[src/design/tdpc_pkg.sv]
// ----------------------------------------------------------------------------
// tdpc_pkg
// Types and constants shared by the corrector top level and its cells.
// ----------------------------------------------------------------------------
package tdpc_pkg;

  localparam int BYTE_W = 8;

  // byte offered to a cell when a block is handed to the output chain
  typedef struct packed {
    logic [BYTE_W-1:0] data;
    logic              valid;
    logic              lor;    // last beat of this run
    logic              eom;    // last beat of the message
  } tdpc_load_t;

  // per-block correction controls, common to all cells
  typedef struct packed {
    logic              fix_en;
    logic              chk;
    logic [BYTE_W-1:0] mask;
  } tdpc_blk_t;

  // contents of one output cell
  typedef struct packed {
    logic [BYTE_W-1:0] data;
    logic              valid;
    logic              lor;
    logic              eom;
    logic              corr;
    logic              chk;
  } tdpc_beat_t;

endpackage

[src/design/tdpc_cell.sv]
// ----------------------------------------------------------------------------
// tdpc_cell
// One output chain cell: takes a block byte, applies the correction if it is
// the first odd row, then shifts toward the head one beat per pop.
// ----------------------------------------------------------------------------
module tdpc_cell (
  input  logic               clk,
  input  logic               rst,
  input  logic               load,
  input  logic               pop,
  input  logic               parity_en,
  input  tdpc_pkg::tdpc_load_t ld,
  input  tdpc_pkg::tdpc_blk_t  blk,
  input  tdpc_pkg::tdpc_beat_t next_in,
  input  logic               seen_in,
  output logic               seen_out,
  output tdpc_pkg::tdpc_beat_t beat
);
  import tdpc_pkg::*;

  logic odd;
  logic fix;

  assign odd      = parity_en & (^ld.data);
  assign fix      = blk.fix_en & odd & ~seen_in;   // first odd row only
  assign seen_out = seen_in | odd;

  always_ff @(posedge clk) begin
    if (rst) begin
      beat.valid <= 1'b0;
    end else if (load) begin
      beat.valid <= ld.valid;
    end else if (pop) begin
      beat.valid <= next_in.valid;
    end
    // payload needs no reset, valid qualifies it
    if (load) begin
      beat.data <= ld.data ^ (fix ? blk.mask : '0);
      beat.lor  <= ld.lor;
      beat.eom  <= ld.eom;
      beat.corr <= fix;
      beat.chk  <= blk.chk;
    end else if (pop) begin
      beat.data <= next_in.data;
      beat.lor  <= next_in.lor;
      beat.eom  <= next_in.eom;
      beat.corr <= next_in.corr;
      beat.chk  <= next_in.chk;
    end
  end

endmodule

[src/design/two_d_parity_block_corrector_unit.sv]
// ----------------------------------------------------------------------------
// two_d_parity_block_corrector_unit
// Two-dimensional parity single-error corrector over blocks of data bytes
// plus one column parity byte.
// ----------------------------------------------------------------------------
//  channel   | signals                          | role
//  ----------+----------------------------------+------------------------------
//  s_ (in)   | s_tvalid s_tready s_tdata s_tlast| received bytes, tlast = msg end
//  m_ (out)  | m_tvalid m_tready m_tdata m_tlast| block bytes, tlast = run end
//            | m_tuser                          | eom / corrected / check error
//  cfg       | cfg_we cfg_wdata                 | correct_first_only register
//
//  One input beat per cycle while s_tready is high. A block's bytes sit
//  in a small store until its parity byte (or a message end) arrives;
//  that beat loads all bytes in parallel into a chain of cells that
//  drains one beat per cycle from the head while m_tready is high,
//  starting the cycle after the load. s_tready drops only on a
//  block-ending beat while the chain still holds more than its head beat
//  or its head beat is stalled, so input and output overlap fully.
//  rst is synchronous: counters, syndrome, fix flag and chain valid bits
//  clear; correct_first_only returns to 1.
// ----------------------------------------------------------------------------
module two_d_parity_block_corrector_unit #(
  parameter int DATA_ROWS = 6
) (
  input  logic       clk,
  input  logic       rst,
  // config
  input  logic       cfg_we,
  input  logic       cfg_wdata,     // correct_first_only
  // input stream
  input  logic       s_tvalid,
  output logic       s_tready,
  input  logic [7:0] s_tdata,       // [7:0] data_byte
  input  logic       s_tlast,       // last_in_message
  // output stream
  output logic       m_tvalid,
  input  logic       m_tready,
  output logic [7:0] m_tdata,       // [7:0] out_byte
  output logic       m_tlast,       // last_of_run
  output logic [2:0] m_tuser        // [0] end_of_message [1] was_corrected [2] check_error
);
  import tdpc_pkg::*;

  localparam int BLOCK_LEN = DATA_ROWS + 1;
  localparam int CNT_W     = $clog2(BLOCK_LEN);

  logic                  correct_first_only;
  logic [CNT_W-1:0]      fill_count;
  logic [BYTE_W-1:0]     column_syndrome;
  logic                  fixed_in_message;
  logic [BYTE_W-1:0]     store [DATA_ROWS];

  tdpc_beat_t            beats [BLOCK_LEN];
  tdpc_beat_t            next_beat [BLOCK_LEN];
  tdpc_load_t            lds [BLOCK_LEN];
  logic [BLOCK_LEN:0]    seen;
  tdpc_blk_t             blk;

  logic                  accept;
  logic                  full;
  logic                  ends_block;
  logic                  load;
  logic                  pop;
  logic                  out_free;
  logic [BYTE_W-1:0]     syn;
  logic                  any_odd;

  // --------------------------------------------------------------------------
  // Handshake
  // --------------------------------------------------------------------------
  assign full       = (fill_count == CNT_W'(DATA_ROWS));
  assign ends_block = full | s_tlast;
  assign pop        = beats[0].valid & m_tready;
  // chain is free for a new block once it is empty after this edge's pop
  assign out_free   = ~beats[1].valid & (~beats[0].valid | m_tready);
  assign s_tready   = out_free | ~ends_block;
  assign accept     = s_tvalid & s_tready;
  assign load       = accept & ends_block;

  // --------------------------------------------------------------------------
  // Block check: syndrome over all bytes, lowest set bit picks the column
  // --------------------------------------------------------------------------
  assign syn     = column_syndrome ^ s_tdata;
  assign any_odd = seen[BLOCK_LEN];

  always_comb begin
    blk.fix_en = full & (syn != '0) & ~(correct_first_only & fixed_in_message);
    blk.mask   = syn & (~syn + BYTE_W'(1));
    blk.chk    = blk.fix_en & ~any_odd;
  end

  // --------------------------------------------------------------------------
  // Config register
  // --------------------------------------------------------------------------
  always_ff @(posedge clk) begin
    if (rst) begin
      correct_first_only <= 1'b1;
    end else if (cfg_we) begin
      correct_first_only <= cfg_wdata;
    end
  end

  // --------------------------------------------------------------------------
  // Block control state
  // --------------------------------------------------------------------------
  always_ff @(posedge clk) begin
    if (rst) begin
      fill_count       <= '0;
      column_syndrome  <= '0;
      fixed_in_message <= 1'b0;
    end else if (accept) begin
      if (ends_block) begin
        fill_count      <= '0;
        column_syndrome <= '0;
      end else begin
        fill_count      <= fill_count + CNT_W'(1);
        column_syndrome <= syn;
      end
      if (s_tlast) begin
        fixed_in_message <= 1'b0;
      end else if (load & blk.fix_en & any_odd) begin
        fixed_in_message <= 1'b1;
      end
    end
  end

  // --------------------------------------------------------------------------
  // Data row store and output cell chain
  // --------------------------------------------------------------------------
  assign seen[0] = 1'b0;

  for (genvar i = 0; i < BLOCK_LEN; i++) begin : g_row
    if (i < DATA_ROWS) begin : g_data
      always_ff @(posedge clk) begin
        if (accept && fill_count == CNT_W'(i)) begin
          store[i] <= s_tdata;
        end
      end
      assign lds[i].data = (fill_count == CNT_W'(i)) ? s_tdata : store[i];
    end else begin : g_par
      assign lds[i].data = s_tdata;
    end

    assign lds[i].valid = (CNT_W'(i) <= fill_count);
    assign lds[i].lor   = (fill_count == CNT_W'(i));
    assign lds[i].eom   = (fill_count == CNT_W'(i)) & s_tlast;

    if (i == BLOCK_LEN - 1) begin : g_tail
      assign next_beat[i] = '0;
    end else begin : g_mid
      assign next_beat[i] = beats[i+1];
    end

    tdpc_cell u_cell (
      .clk       (clk),
      .rst       (rst),
      .load      (load),
      .pop       (pop),
      .parity_en (i < DATA_ROWS),
      .ld        (lds[i]),
      .blk       (blk),
      .next_in   (next_beat[i]),
      .seen_in   (seen[i]),
      .seen_out  (seen[i+1]),
      .beat      (beats[i])
    );
  end

  // --------------------------------------------------------------------------
  // Output beat from the head cell
  // --------------------------------------------------------------------------
  assign m_tvalid = beats[0].valid;
  assign m_tdata  = beats[0].data;
  assign m_tlast  = beats[0].lor;
  assign m_tuser  = {beats[0].chk, beats[0].corr, beats[0].eom};

endmodule

[config.mk]
export PLATFORM = sky130hd
export DESIGN_NAME = two_d_parity_block_corrector_unit
export DESIGN_NICKNAME = d
export VERILOG_FILES = /design/src/design/tdpc_pkg.sv /design/src/design/tdpc_cell.sv /design/src/design/two_d_parity_block_corrector_unit.sv
export SDC_FILE = /design/constraint.sdc
export NUM_CORES = 1
export LEC_CHECK = 0
export BUFFER_PORTS_ARGS = -buffer_cell sky130_fd_sc_hd__buf_4
export CAP_MARGIN = 25
export CORE_MARGIN = 2
export CORE_UTILIZATION = 56
export DETAILED_ROUTE_END_ITERATION = 7
export PLACE_DENSITY = 0.86
export SLEW_MARGIN = 15
export SYNTH_ARGS = -nofsm -noshare
export SYNTH_HDL_FRONTEND = slang
export SYNTH_SLANG_ARGS = --single-unit
[constraint.sdc]
create_clock -name clk -period 4.1 [get_ports clk]
set_input_delay 0.41 -clock clk [delete_from_list [all_inputs] [get_ports clk]]
set_output_delay 0.41 -clock clk [all_outputs]
set_load 0.03 [all_outputs]
==> impl_results.md <==
- Outcome: finished clean
- Vias/cell: 6.290
- Clock Sinks: 151
- Final period util: 88.27%
- RSZ-0062 raised after global routing: no
- CP Launch Type: flop
- GRT Total Usage: 25.31%
- Horiz. Die Dim: 124.4 um
- Fin crit period: 3.619 ns
- Post-DP Area: 0.008354 mm^2
- Placed instance count: 884
- Die Area: 0.01546 mm^2
- Synth top area cells: edfxtp_1, xnor2_1, mux2i_1, dfxtp_1, nand2_1
- Cell area power density: 448.7 mW/mm^2
- Lkg Pwr: 0.003453 uW
- Max Transition Viols Final: 0
- Gpl congestion: 0.9351
- FF-to-FF Start: fill_count[0]
- Min-delay worst type: in -> reg
- Filler cell count in the final layout: 1,024
- Area leader, netlist: edfxtp_1
- Total core area: 0.01399 mm^2
- Hold-critical path depth: 2
- Final antenna-violating net count: 0
- Syn_nets: 748
- DR WL/cell: 20.94 um
- Rel. slew slack: 42.00%
- Max cap viols: 0
- Global Route met2 Usage: 37.77%
- CTS tree: yes
- Post-CTS setup repair buffer count: 0
- Setup_tns: 0 ns
- # rows: 43
- Share of synthesized registers carrying an async set or reset: 0%
- Area share of the largest cell type after synthesis: 48.50%
- Yosys cell types: 56
- Fraction of layout cells with a size suffix above 1: 12.50%
- CTS buffer count: 17
- Clk buf depth: 2
- Overflow after GRT: 0
- Hold Vio Cnt, Final: 0
- Commonest cells after routing, fill and taps aside: edfxtp_1, nand2_1, xnor2_1, mux2i_1, o21ai_0
- Skew final: 0.009468 ns
- Worst vdd ir: 0.3337 mV
- Hold WS: 0.1684 ns
- Routed vias: 5,762
- Ports: 29
- Post-DP HPWL: 12.92 mm
- Sequential-to-total area share from yosys stat: 53.43%
- Hold buffer count at cts: 0
- Vias in the first global route: 5,468
- Skew-Pair Late Insertion Delay: 0.44 ns
- Least-Margin Pin Slew: 0.8639 ns
- Iteration-0 DRC Markers: 869
- Final WL: 19.18 mm
- Drt first pass iters: 5
- Cell area after synthesis: 0.008112 mm^2
- Flops & latches, synth: 151
- Root buf cell: clkbuf_16
- R2R cell count: 9
- H-tree depth: 4
- Fin nets: 741
- Met3 usage: 7.088%
- Top_reg_cell synth: edfxtp_1
- Top Usage Layer GRT: met2
- CP Max Fanout: 20
- Ant. Diodes: 0
- Fmax: 0.2763 GHz
- # setup viols final: 0
- Critical setup path kind: reg -> reg
- Clock transition at path regs: 0.06 ns
- Post-cts sizing count: 0
- Post-Synthesis Cells: 730
- Worst Setup End Kind: flop
- Post-synthesis average cell area: 11.11 um^2
- HP Start: cfg_wdata
- EDFF count, synth: 131
- Drt drc: 0
- First-pass GRT wire length: 30.22 mm
- Power, Total: 4052 uW
- Largest net degree at the start of global routing: 84
- Area Overhead vs Synth: 11.32%
- Initial antenna violation count: 0
- Worst setup startpoint: fill_count[0]
- Worst Path Required: 4.25 ns
- Yosys warns: 0
- Initial Utilization: 57.99%
- Worst EP arrival: 3.77 ns
- Cell area after layout: 0.009030 mm^2
- Most common cell after layout, fill and taps aside: edfxtp_1
- Die Height: 124.4 um
- GR Util met1: 34.86%
- Port buffer count: 28
- Filler-free cell count of the finished design: 916
[cell families (layout without fill, tap and decap cells)]
kind of cell	after synthesis	in the layout	synth area share, %
simple gates	237	237	14.90
compound gates	133	133	10.78
mux	55	55	7.049
flops	151	151	53.43
fa+ha+maj	3	3	0.4628
xor+xnor	81	81	9.301
buf+inv	70	76	4.072
[area by class of cell]
cell class              count  area (um^2)  area share [%]
flip-flops and latches    151         4334           48.00
clock inverters            15        250.2           2.771
multi-input cells         509         3462           38.34
clock buffers              17        425.4           4.711
inverters                   6        22.52          0.2494
well taps                 180        225.2           2.494
repair buffers             38        310.3           3.436
[path summary, 6_finish.rpt]
kind	slack (ns)	to
worst min-delay path	0.17	correct_first_only
worst max-delay path	0.48	g_row[6].u_cell.beat[0]
worst max register to register	0.48	g_row[6].u_cell.beat[0]
worst min register to register	0.50	g_row[3].u_cell.beat[4]
[Yosys cell counts, types with 11 or more instances]
cell and number:
a21o_1 14, a21oi_1 16, buf_2 15, buf_4 11, clkbuf_1 34, dfxtp_1 20, edfxtp_1 131, mux2i_1 49
nand2_1 86, nand3_1 15, nor2_1 39, nor3_1 18, nor4_1 19, o21ai_0 41, o31ai_1 19, xnor2_1 57
xor2_1 18
[power breakdown]
part           switching (uW)  internal [uW]
sequential               35.3           1780
combinational             306            144
clock                     645           1140
[metrics by stage]
step | setup WS [ns] | util, %
after floorplan | 0.2300 | -
after global placement | 0.8908 | 59.72
after detailed placement | 0.6238 | 59.72
after CTS | 0.5657 | 64.55
after global routing | 0.1198 | 64.55
final | 0.4808 | 64.55
[routing by layer]
layer  routed length [um]  up-vias  part of all wire, %
met4                  541        2                  2.8
met2                 8677      305                   45
li1                     -     2651                    -
met5                   66        -                 0.34
met1                 8006     2749                   42
met3                 1892       55                  9.9
[registers in the layout, summed over array words and instances, names as in the netlist]
signal,cells
correct_first_only,1
store,48
fill_count,3
column_syndrome,8
g_row.u_cell.beat,90
fixed_in_message,1
[critical path, stage by stage (launching register included)]
cell and delay (ns):
dfxtp_1 0.49, inv_1 0.17, ha_1 0.32, a21o_1 0.31, o21ai_0 0.19, nand2_1 0.49, nor2_1 0.48, buf_4 0.27
nand2_1 0.10, nor4_2 0.49
No activity file was read; power rests on OpenSTA's default activity.
